==> src/rtl/bdq_pkg.sv <==
`default_nettype none
package bdq_pkg;

  // Storage shape.
  localparam int DEPTH      = 16;
  localparam int DATA_WIDTH = 32;
  localparam int IDX_W      = $clog2(DEPTH);
  localparam int CNT_W      = $clog2(DEPTH + 1);

  // Fixed field widths of the item ports.
  localparam int ACT_W     = 4;
  localparam int VALUE_W   = 32;
  localparam int STAT_W    = 2;
  localparam int CNT_OUT_W = 5;

  typedef logic [IDX_W-1:0]      idx_t;
  typedef logic [CNT_W-1:0]      cnt_t;
  typedef logic [DATA_WIDTH-1:0] data_t;

  typedef enum logic [ACT_W-1:0] {
    ACT_PUSH_FRONT = 4'd0,
    ACT_PUSH_BACK  = 4'd1,
    ACT_POP_FRONT  = 4'd2,
    ACT_POP_BACK   = 4'd3,
    ACT_PEEK_FRONT = 4'd4,
    ACT_PEEK_BACK  = 4'd5,
    ACT_ROT_NEXT   = 4'd6,
    ACT_ROT_PREV   = 4'd7,
    ACT_CONTAINS   = 4'd8,
    ACT_FIND       = 4'd9
  } action_t;

  typedef enum logic [STAT_W-1:0] {
    STAT_OK        = 2'd0,
    STAT_EMPTY     = 2'd1,
    STAT_FULL      = 2'd2,
    STAT_NOT_FOUND = 2'd3
  } status_t;

  typedef enum logic [2:0] {
    ST_IDLE,
    ST_EXEC,
    ST_READ,
    ST_SCAN,
    ST_ROT
  } state_t;

  typedef struct packed {
    logic [ACT_W-1:0]   action;
    logic [VALUE_W-1:0] value;
  } in_item_t;

  typedef struct packed {
    logic [VALUE_W-1:0]   value_out;
    logic [STAT_W-1:0]    status;
    logic [CNT_OUT_W-1:0] count_out;
  } out_item_t;

  // Write request from the sequencer to the entry store.
  typedef struct packed {
    logic  en;
    idx_t  addr;
    data_t data;
  } wr_req_t;

  // Ring position that lies off entries past base, wrapped at DEPTH.
  // base is below DEPTH and off is at most DEPTH, so one subtract suffices.
  function automatic idx_t slot_add(idx_t base, cnt_t off);
    logic [CNT_W:0] s;
    s = (CNT_W + 1)'(base) + (CNT_W + 1)'(off);
    if (s >= (CNT_W + 1)'(DEPTH)) begin
      s = s - (CNT_W + 1)'(DEPTH);
    end
    return idx_t'(s);
  endfunction

endpackage
`default_nettype wire

==> src/rtl/bdq_store.sv <==
`default_nettype none
module bdq_store (
  input  wire logic            clk,
  input  bdq_pkg::wr_req_t     wr,
  input  bdq_pkg::idx_t        rd_addr,
  output bdq_pkg::data_t       rd_data
);
  import bdq_pkg::*;

  // Ring storage; one write and one registered read per cycle.
  data_t mem_r [DEPTH];
  data_t rd_data_r;

  always_ff @(posedge clk) begin
    if (wr.en) begin
      mem_r[wr.addr] <= wr.data;
    end
  end

  always_ff @(posedge clk) begin
    rd_data_r <= mem_r[rd_addr];
  end

  assign rd_data = rd_data_r;

endmodule
`default_nettype wire

==> src/rtl/bounded_deque_with_rotate_find_top.sv <==
`default_nettype none
// Channel   Ports                      Handshake
// input     start, busy, in_item       taken at a clock edge with start high and busy low
// result    out_valid, out_item        one-cycle strobe, always taken, no back pressure
//
// Every item gives exactly one result. A push finishes in the execute state, a pop, peek
// or rotate previous first reads one entry, a rotate next makes one rotation step, and a
// search walks the stored entries front to back; a find hit at offset k then rotates k steps.
// Their pace is set by the single registered read port of the entry store, which the
// search walks one entry per cycle and the find rotation reuses one step per cycle.
// Reset (rst_n low, synchronous) empties the queue at once; the store itself is not cleared.
// busy stays high from acceptance until the cycle of the result strobe.
module bounded_deque_with_rotate_find_top (
  input  wire logic           clk,
  input  wire logic           rst_n,
  input  wire logic           start,
  output logic                busy,
  input  bdq_pkg::in_item_t   in_item,
  output logic                out_valid,
  output bdq_pkg::out_item_t  out_item
);
  import bdq_pkg::*;

  state_t    state_r, state_nxt;
  idx_t      front_r, front_nxt;
  cnt_t      count_r, count_nxt;
  logic [ACT_W-1:0] act_r, act_nxt;
  data_t     key_r, key_nxt;
  // Scan offset while searching; rotations still to do while rotating.
  cnt_t      off_r, off_nxt;
  logic      out_valid_r, out_valid_nxt;
  out_item_t out_item_r, out_item_nxt;

  wr_req_t   wr;
  idx_t      rd_addr;
  data_t     rd_data;
  logic      fin;
  logic      hit;
  data_t     vout;
  status_t   stat;

  bdq_store u_store (
    .clk     (clk),
    .wr      (wr),
    .rd_addr (rd_addr),
    .rd_data (rd_data)
  );

  always_ff @(posedge clk) begin
    if (!rst_n) begin
      state_r     <= ST_IDLE;
      front_r     <= '0;
      count_r     <= '0;
      off_r       <= '0;
      out_valid_r <= 1'b0;
    end else begin
      state_r     <= state_nxt;
      front_r     <= front_nxt;
      count_r     <= count_nxt;
      off_r       <= off_nxt;
      out_valid_r <= out_valid_nxt;
    end
  end

  always_ff @(posedge clk) begin
    act_r      <= act_nxt;
    key_r      <= key_nxt;
    out_item_r <= out_item_nxt;
  end

  // The sequencer. The store's read data always belongs to the address
  // issued in the previous cycle, so each state that consumes read data
  // also issues the read the following state needs.
  always_comb begin
    state_nxt = state_r;
    front_nxt = front_r;
    count_nxt = count_r;
    act_nxt   = act_r;
    key_nxt   = key_r;
    off_nxt   = off_r;
    wr        = '0;
    rd_addr   = front_r;
    fin       = 1'b0;
    vout      = '0;
    stat      = STAT_OK;
    hit       = (rd_data == key_r);

    case (state_r)
      ST_IDLE: begin
        if (start) begin
          act_nxt   = in_item.action;
          key_nxt   = data_t'(in_item.value);
          state_nxt = ST_EXEC;
        end
      end

      ST_EXEC: begin
        case (act_r)
          ACT_PUSH_FRONT, ACT_PUSH_BACK: begin
            fin = 1'b1;
            if (count_r == cnt_t'(DEPTH)) begin
              stat = STAT_FULL;
            end else begin
              wr.en   = 1'b1;
              wr.data = key_r;
              if (act_r == ACT_PUSH_FRONT) begin
                wr.addr   = slot_add(front_r, cnt_t'(DEPTH - 1));
                front_nxt = wr.addr;
              end else begin
                wr.addr = slot_add(front_r, count_r);
              end
              count_nxt = count_r + cnt_t'(1);
            end
          end
          ACT_POP_FRONT, ACT_POP_BACK, ACT_PEEK_FRONT, ACT_PEEK_BACK: begin
            if (count_r == '0) begin
              fin  = 1'b1;
              stat = STAT_EMPTY;
            end else begin
              if (act_r == ACT_POP_BACK || act_r == ACT_PEEK_BACK) begin
                rd_addr = slot_add(front_r, count_r - cnt_t'(1));
              end
              state_nxt = ST_READ;
            end
          end
          ACT_ROT_NEXT: begin
            if (count_r < cnt_t'(2)) begin
              fin = 1'b1;
            end else begin
              off_nxt   = cnt_t'(1);
              state_nxt = ST_ROT;
            end
          end
          ACT_ROT_PREV: begin
            if (count_r < cnt_t'(2)) begin
              fin = 1'b1;
            end else begin
              rd_addr   = slot_add(front_r, count_r - cnt_t'(1));
              state_nxt = ST_READ;
            end
          end
          ACT_CONTAINS, ACT_FIND: begin
            if (count_r == '0) begin
              fin  = 1'b1;
              stat = STAT_NOT_FOUND;
            end else begin
              off_nxt   = '0;
              state_nxt = ST_SCAN;
            end
          end
          default: begin
            fin = 1'b1;
          end
        endcase
      end

      // Single-entry read has arrived: pop, peek or rotate previous.
      ST_READ: begin
        fin = 1'b1;
        case (act_r)
          ACT_POP_FRONT: begin
            vout      = rd_data;
            front_nxt = slot_add(front_r, cnt_t'(1));
            count_nxt = count_r - cnt_t'(1);
          end
          ACT_POP_BACK: begin
            vout      = rd_data;
            count_nxt = count_r - cnt_t'(1);
          end
          ACT_PEEK_FRONT, ACT_PEEK_BACK: begin
            vout = rd_data;
          end
          ACT_ROT_PREV: begin
            wr.en     = 1'b1;
            wr.addr   = slot_add(front_r, cnt_t'(DEPTH - 1));
            wr.data   = rd_data;
            front_nxt = wr.addr;
          end
          default: begin
            vout = '0;
          end
        endcase
      end

      // One stored entry compared per cycle, front to back.
      ST_SCAN: begin
        if (hit) begin
          if (act_r == ACT_FIND && off_r != '0) begin
            // Rotate off_r steps; the front entry is read now.
            state_nxt = ST_ROT;
          end else begin
            fin = 1'b1;
          end
        end else if (off_r == count_r - cnt_t'(1)) begin
          fin  = 1'b1;
          stat = STAT_NOT_FOUND;
        end else begin
          rd_addr = slot_add(front_r, off_r + cnt_t'(1));
          off_nxt = off_r + cnt_t'(1);
        end
      end

      // One rotate-next step per cycle: the front entry, read in the
      // previous cycle, is copied behind the back and the front advances.
      ST_ROT: begin
        wr.en     = 1'b1;
        wr.addr   = slot_add(front_r, count_r);
        wr.data   = rd_data;
        front_nxt = slot_add(front_r, cnt_t'(1));
        rd_addr   = front_nxt;
        off_nxt   = off_r - cnt_t'(1);
        if (off_r == cnt_t'(1)) begin
          fin = 1'b1;
        end
      end

      default: begin
        state_nxt = ST_IDLE;
      end
    endcase

    if (fin) begin
      state_nxt = ST_IDLE;
    end

    out_valid_nxt = fin;
    out_item_nxt  = out_item_r;
    if (fin) begin
      out_item_nxt.value_out = VALUE_W'(vout);
      out_item_nxt.status    = stat;
      out_item_nxt.count_out = CNT_OUT_W'(count_nxt);
    end
  end

  assign busy      = (state_r != ST_IDLE);
  assign out_valid = out_valid_r;
  assign out_item  = out_item_r;

  // A result is always followed by a return to idle, so strobes never touch.
  a_strobe_single: assert property (@(posedge clk) disable iff (!rst_n)
    out_valid |=> !out_valid)
    else $error("result strobe lasted more than one cycle");

  a_count_bound: assert property (@(posedge clk) disable iff (!rst_n)
    count_r <= cnt_t'(DEPTH))
    else $error("entry count exceeds depth");

  a_rot_needs_two: assert property (@(posedge clk) disable iff (!rst_n)
    state_r == ST_ROT |-> count_r >= cnt_t'(2))
    else $error("rotation step with fewer than two entries");

  a_count_reported: assert property (@(posedge clk) disable iff (!rst_n)
    out_valid |-> out_item.count_out == CNT_OUT_W'(count_r))
    else $error("reported count differs from stored count");

  a_accept_to_busy: assert property (@(posedge clk) disable iff (!rst_n)
    start && !busy |=> busy)
    else $error("accepted item did not raise busy");

endmodule
`default_nettype wire
==> config.mk <==
export PLATFORM = sky130hd
export DESIGN_NAME = bounded_deque_with_rotate_find_top
export DESIGN_NICKNAME = d
export VERILOG_FILES = /design/src/rtl/bdq_pkg.sv /design/src/rtl/bdq_store.sv /design/src/rtl/bounded_deque_with_rotate_find_top.sv
export SDC_FILE = /design/constraint.sdc
export NUM_CORES = 1
export LEC_CHECK = 0
export ABC_AREA = 1
export BUFFER_PORTS_ARGS = -buffer_cell sky130_fd_sc_hd__buf_2
export CAP_MARGIN = 20
export CELL_PAD_IN_SITES_DETAIL_PLACEMENT = 1
export CELL_PAD_IN_SITES_GLOBAL_PLACEMENT = 2
export CORE_ASPECT_RATIO = 1.4
export CORE_MARGIN = 8
export CORE_UTILIZATION = 39
export CTS_BUF_LIST = sky130_fd_sc_hd__clkbuf_4
export DETAILED_ROUTE_END_ITERATION = 10
export HOLD_SLACK_MARGIN = 0.15
export MAX_ROUTING_LAYER = met4
export PLACE_DENSITY = 0.85
export SLEW_MARGIN = 20
export SYNTH_ARGS = -nofsm -noshare
export SYNTH_HDL_FRONTEND = slang
export SYNTH_SLANG_ARGS = --single-unit
export TNS_END_PERCENT = 5
==> constraint.sdc <==
create_clock -name clk -period 4 [get_ports clk]
set_input_delay 0.4 -clock clk [delete_from_list [all_inputs] [get_ports clk]]
set_output_delay 0.4 -clock clk [all_outputs]
set_load 0.01 [all_outputs]
# Word-level counts from Yosys, hierarchy flattened
# Memory sizes are Yosys's and may differ from the RTL's. A register that Yosys moved wholly into a read port is not among the register bits.
# Cells that the tools add are included.
[word_totals]
reg_bits = 93
ramBits = 512
in_bits = 39
wordCells = 145
n_memories = 1
[classes]
addsub = 14
n_lt_le_gt_ge = 6
n_eq_ne = 32
n_mux = 58
bitwise_logic = 2
n_reduce_logical = 22
[memory_table]
columns = ["memory", "words", "word_bits", "rd", "rd_clocked_by_memory_dff", "write_ports", "line_no", "source"]
rows = [
  ["u_store.mem_r", 16, 32, 1, 1, 1, "bdq_store.sv:11", "data_t mem_r [DEPTH];"],
]
[ops]
columns = ["op", "n"]
rows = [
  ["$mux W37", 3],
  ["$pmux W37 S3", 1],
  ["$mux W4", 14],
  ["$mux W5", 7],
  ["$eq A32 B32 Y1", 1],
  ["$pmux W3 S4", 2],
  ["$pmux W4 S3", 2],
  ["$mux W3", 7],
  ["$pmux W5 S2", 2],
  ["$sub A4 B1 Y4 const B", 5],
  ["$add A4 B5 Y6", 3],
  ["$ge A6 B5 Y1 const B", 3],
  ["$eq A4 B3 Y1 const B", 4],
  ["$pmux W4 S2", 2],
  ["$pmux W5 S3", 1],
  ["$ne A2 B2 Y1 const B", 7],
  ["$ne A3 B3 Y1 const B", 4],
  ["$reduce_or A2 Y1", 6],
  ["$add A5 B1 Y5 const B", 2],
  ["$ge A5 B5 Y1 const B", 2],
  ["$sub A5 B1 Y5 const B", 2],
  ["$mux W1", 9],
  ["$reduce_and A9 Y1", 1],
  ["$reduce_bool A3 Y1", 3],
  ["32 further kinds", 41],
]

# Logic depth before layout (Yosys ltp)
[depth]
ltp_word = 9
depth_mapped = 23

# By module
# Synthesis repeated with hierarchy kept, for this count alone.
[unflattened]
cells_unflattened = 2827
hier_area_um2 = 28469.8
[modules_own_cells]
columns = ["module", "n_inst", "cells_per_inst", "area_each_um2", "seq_area_each_um2"]
rows = [
  ["bdq_store", 1, 2120, 22730.6, 16015.4],
  ["bounded_deque_with_rotate_find_top", 1, 707, 5739.3, 2612.5],
]

# Least setup slack after synthesis
# Ideal clock, no wire load.
[synth_path]
path_kind = "register to register"
start = "register count_r[0]"
end = "memory u_store.mem_r[10][0] (netlist name) (enable)"
setup_time_ns = 0.421
arrival_ns = 3.404
t_required_ns = 3.579
setup_slack_ns = 0.175
path_stages_with_launch = 13
cell_sequence = "dfxtp_1 -> inv_1 -> ha_1 -> clkbuf_2 -> nand3_1 -> nand2_1 -> nor2_4 -> inv_1 -> o21ai_0 -> inv_1 -> o21a_1 -> or2_2 -> nor2_1"
[synth_via]
elab_chain_len = 7
word_cells_on_any_way = 11
classes_between = "add/sub: 2; order compare: 1; eq/ne: 1; mux: 7"
[synth_rtl]
columns = ["item", "line_no", "source"]
rows = [
  ["start, declared", "bounded_deque_with_rotate_find_top.sv:26", "cnt_t count_r, count_nxt;"],
  ["start signal, assigned", "bounded_deque_with_rotate_find_top.sv:59", "count_r <= count_nxt;"],
  ["$add A4 B5 Y6", "bdq_pkg.sv:70", "s = (CNT_W + 1)'(base) + (CNT_W + 1)'(off);"],
  ["$ge A6 B5 Y1 / $sub A4 B1 Y4 (equally long branches)", "bdq_pkg.sv:71, bdq_pkg.sv:72", ""],
  ["$mux W4", "bdq_pkg.sv:71", "if (s >= (CNT_W + 1)'(DEPTH)) begin"],
  ["$mux W4", "bounded_deque_with_rotate_find_top.sv:106", "if (act_r == ACT_PUSH_FRONT) begin"],
  ["$mux W37", "bounded_deque_with_rotate_find_top.sv:101", "if (count_r == cnt_t'(DEPTH)) begin"],
  ["$mux W37", "bounded_deque_with_rotate_find_top.sv:98", "case (act_r)"],
  ["$pmux W37 S3 (*)", "bounded_deque_with_rotate_find_top.sv:88", "case (state_r)"],
  ["end, declared", "bdq_store.sv:11", ""],
]
# Every way passes the cells marked *; elsewhere a longest branch is shown, timed or not.

# Worst setup path after layout
[layout_path]
start = "register count_r[0]"
end = "register u_store.rd_data_r[17], in the netlist u_store.rd_data[17] (read register of u_store.mem_r)"
[layout_via]
elab_chain_len = 8
word_cells_on_any_way = 15
classes_between = "add/sub: 3; order compare: 2; eq/ne: 1; mux: 8; reduce/logical: 1"
[layout_rtl]
columns = ["item", "line_no", "source"]
rows = [
  ["$sub A5 B1 Y5", "bounded_deque_with_rotate_find_top.sv:121, bounded_deque_with_rotate_find_top.sv:138, bounded_deque_with_rotate_find_top.sv:194", ""],
  ["$add A4 B5 Y6", "bdq_pkg.sv:70", ""],
  ["$ge A6 B5 Y1 / $sub A4 B1 Y4 (equally long branches)", "bdq_pkg.sv:71, bdq_pkg.sv:72", ""],
  ["$mux W4", "bdq_pkg.sv:71", ""],
  ["$mux W4", "bounded_deque_with_rotate_find_top.sv:120", "if (act_r == ACT_POP_BACK || act_r == ACT_PEEK_BACK) begin"],
  ["$mux W4", "bounded_deque_with_rotate_find_top.sv:116", "if (count_r == '0) begin"],
  ["$pmux W4 S2", "bounded_deque_with_rotate_find_top.sv:98", ""],
  ["$pmux W4 S3 (*)", "bounded_deque_with_rotate_find_top.sv:88", ""],
  ["end, declared", "bdq_store.sv:12", "data_t rd_data_r;"],
]
# Marked as above.
# A chain may end at the register's enable or synchronous reset.

==> impl_metrics.env <==
export IMPL_status="finished, final reports clean"
export IMPL_place_hpwl_um=49370
export IMPL_nNetsFinal=3035
export IMPL_path_class="flip-flop to flip-flop"
export IMPL_first_global_vias=22727
export IMPL_post_cts_buffers=0
export IMPL_vias=21122
export IMPL_yosysUniqueCellTypes=44
export IMPL_yosys_area_top_type_share=0.6255
export IMPL_drt_iter0_markers=1411
export IMPL_die_width_um=243.2
export IMPL_post_route_min_period_ps=3501
export IMPL_final_max_slew_violation_count=0
export IMPL_synth_nets=2794
export IMPL_netlist_area_mm2=0.02818
export IMPL_grt_pass1_wl_um=130600
export IMPL_initial_core_util=0.3938
export IMPL_synth_edf_count=587
export IMPL_fin_area_mm2=0.03311
export IMPL_p_leak_nw=13.81
export IMPL_fill_cells=7879
export IMPL_antenna_left=0
export IMPL_yosysWarnings=0
export IMPL_cp_required_ps=4890
export IMPL_wl_per_cell_um=21.14
export IMPL_worst_slew_pin_slew_ps=1135
export IMPL_area_growth_pct=17.48
export IMPL_grt_antenna_before_repair=2
export IMPL_gp_congestion=0.8536
export IMPL_slowest_stage="buf_4"
export IMPL_finalWirelength_um=85590
export IMPL_gr_total_overflow=0
export IMPL_critPathMaxStageDelay_ps=800
export IMPL_max_freq_mhz=285.6
export IMPL_crit_chain="inv_1 > ha_1 > xor2_1 > ha_1 > xnor2_1 > nand2_1 > o21ai_0 > nand2_1 > nand4_1 > buf_4 > nand3_1 > nand3_1 > nand2_1"
export IMPL_cp_max_fo=64
export IMPL_drive_above_1_share=0.1567
export IMPL_h_tree_depth=4
export IMPL_crit_arrival_ps=4390
export IMPL_report_final_hold_viol_count=0
export IMPL_synth_top_cell_by_area="edfxtp_1"
export IMPL_vias_per_cell=5.217
export IMPL_finalCoreUtilization=0.4627
export IMPL_synth_async_sr_flop_share=0
export IMPL_port_buffers=79
export IMPL_clockBufferDepth=3
export IMPL_avgSynthCellArea_um2=10.30
export IMPL_power_density_mw_per_mm2=744.3
export IMPL_synthFlopType="edfxtp_1"
export IMPL_track_usage=0.2141
export IMPL_rows=116
export IMPL_worstHoldPathType="primary input to flip-flop"
export IMPL_relSlewSlack=0.2430
export IMPL_grt_max_degree=129
export IMPL_dr_pass1_iters=5
export IMPL_die_area_mm2=0.08124
export IMPL_syn_instance_count=2736
export IMPL_period_share=0.8754
export IMPL_start_kind="flip-flop"
export IMPL_cp_common_cell="nand2_1"
export IMPL_fin_tns_setup_ps=0
export IMPL_peakVddDrop_v=0.0006458
export IMPL_regToRegSetupSlack_ps=500
export IMPL_clkTransAtPathRegs_ps=70
export IMPL_setup_viol=0
export IMPL_die_h_um=334.1
export IMPL_cap_violations=0
export IMPL_dpl_cell_area_mm2=0.03012
export IMPL_hold_buffers=74
export IMPL_synth_area_leaders="edfxtp_1, nand3_1, nand2_1"
export IMPL_cts_made_buffers=159
export IMPL_core_mm2=0.07155
export IMPL_clkLatencyLatePin_ps=1020
export IMPL_cp_end_kind="flip-flop"
export IMPL_cts_num_sinks=637
export IMPL_ys_ff_latch=637
export IMPL_drc_errors=0
export IMPL_rsz0062_at_grt="no"
export IMPL_yosysSeqAreaShare=0.6610
export IMPL_ios=80
export IMPL_finalClockSkew_ps=76.83
export IMPL_cts_resized=0
export IMPL_cts_tree="built"
export IMPL_clockRootBuffer="clkbuf_4"
[cells by family (layout without fill, tap and decap cells)]
logic type / after synthesis / in the layout / share of synthesized area
AO/OA/AOI/OAI: 107 / 107 / 0.02247
XOR/XNOR: 36 / 36 / 0.01119
flip-flops: 637 / 637 / 0.6610
other: 0 / 3 / 0
adder cells (fa/ha/maj): 19 / 19 / 0.009235
AND/OR/NAND/NOR: 1426 / 1426 / 0.2208
buffers and inverters: 511 / 877 / 0.07530
[critical path, delay by kind of cell, from the launching register on]
| family | cells | cell delay, ps |
|---|---|---|
| buffers and inverters | 2 | 940 |
| adder cells (fa/ha/maj) | 2 | 680 |
| AND/OR/NAND/NOR | 6 | 680 |
| XOR/XNOR | 2 | 520 |
| flip-flops | 1 | 480 |
| AO/OA/AOI/OAI | 1 | 80 |
[Yosys cell counts, types with 4 or more instances]
| library cell | instances |
|---|---|
| xnor2_1 | 26 |
| inv_2 | 10 |
| nor2_4 | 4 |
| o21ai_0 | 39 |
| nor3_1 | 5 |
| buf_1 | 12 |
| dfxtp_1 | 50 |
| nand3_1 | 600 |
| edfxtp_1 | 587 |
| nor2_2 | 4 |
| clkbuf_1 | 33 |
| nand2_1 | 697 |
| inv_1 | 355 |
| buf_2 | 75 |
| a21oi_1 | 21 |
| buf_6 | 4 |
| nand4_1 | 4 |
| ha_1 | 16 |
| a211oi_1 | 4 |
| nor2_1 | 96 |
| o22ai_1 | 22 |
| a31oi_1 | 6 |
| xor2_1 | 10 |
| buf_4 | 21 |
[metal layers]
metal	wire [µm]	GRT usage	vias to the layer above	share of wire
met5	0	-	-	0
met4	2460	0.07867	0	0.029
met3	4387	0.04053	181	0.051
met2	44620	0.3777	599	0.52
met1	34120	0.2396	10576	0.40
li1	-	-	9766	-
[layout by cell type, fill, tap and decap left out, drive strengths merged, types with 2 or more instances in the layout]
master,Yosys,layout
nand2,702,702
nand3,603,603
edfxtp,587,587
inv,365,371
clkbuf,34,245
buf,112,152
nor2,104,104
dlygate4sd3,0,74
dfxtp,50,50
o21ai,40,40
xnor2,26,26
clkinv,0,26
o22ai,22,22
a21oi,21,21
ha,16,16
xor2,10,10
a31oi,6,6
nor3,5,5
clkinvlp,0,5
nand4,4,4
a211oi,4,4
bufinv,0,4
diode,0,3
or2,3,3
fa,3,3
o2111ai,3,3
o211ai,2,2
o311ai,2,2
o31ai,2,2
nor4,2,2
a22oi,2,2
[worst paths after layout]
path,from,to,cells past startpoint
max,count_r[0],u_store.rd_data[17],13
min,rst_n,front_r[0],4
max reg2reg,count_r[0],u_store.rd_data[17],13
min reg2reg,state_r[0],state_r[0],2
[cell type report]
cell class / count / area, µm² / share of cell area
clock inverter: 41 / 314.1 / 0.009486
multi-input combinational: 1588 / 7704 / 0.2327
inverter: 365 / 1373 / 0.04146
antenna: 3 / 7.507 / 0.0002268
tap: 944 / 1181 / 0.03568
sequential: 637 / 18630 / 0.5627
timing repair buffer: 226 / 2059 / 0.06221
clock buffer: 245 / 1839 / 0.05556
[state kept, by name, indices dropped and copies added, names as in the netlist]
register	cells
out_valid	1
act_r	4
u_store.rd_data	32
u_store.mem_r	512
key_r	32
state_r	3
out_item	39
off_r	5
front_r	4
count_r	5
[per-stage QoR]
| step | total power [W] | instances | setup slack (ps) | hold WS, ps |
|---|---|---|---|---|
| after floorplan | 0.01556 | 2736 | 175.3 | 479.9 |
| after global placement | 0.01860 | 3685 | 650.5 | 503.3 |
| after CTS | 0.02487 | 4045 | 475.1 | 223.7 |
| final | 0.02464 | 4049 | 498.6 | 337.9 |
| after global routing | 0.02624 | 4049 | 186.8 | 267.0 |
| after detailed placement | 0.01894 | 3685 | 476.4 | 509.8 |
[power breakdown]
group	internal [W]	total (W)	switching (W)
clock network	0.00307	0.00580	0.00273
logic	0.00323	0.0105	0.00729
registers	0.00793	0.00832	0.000382
Power figures use the tool's default switching activity.
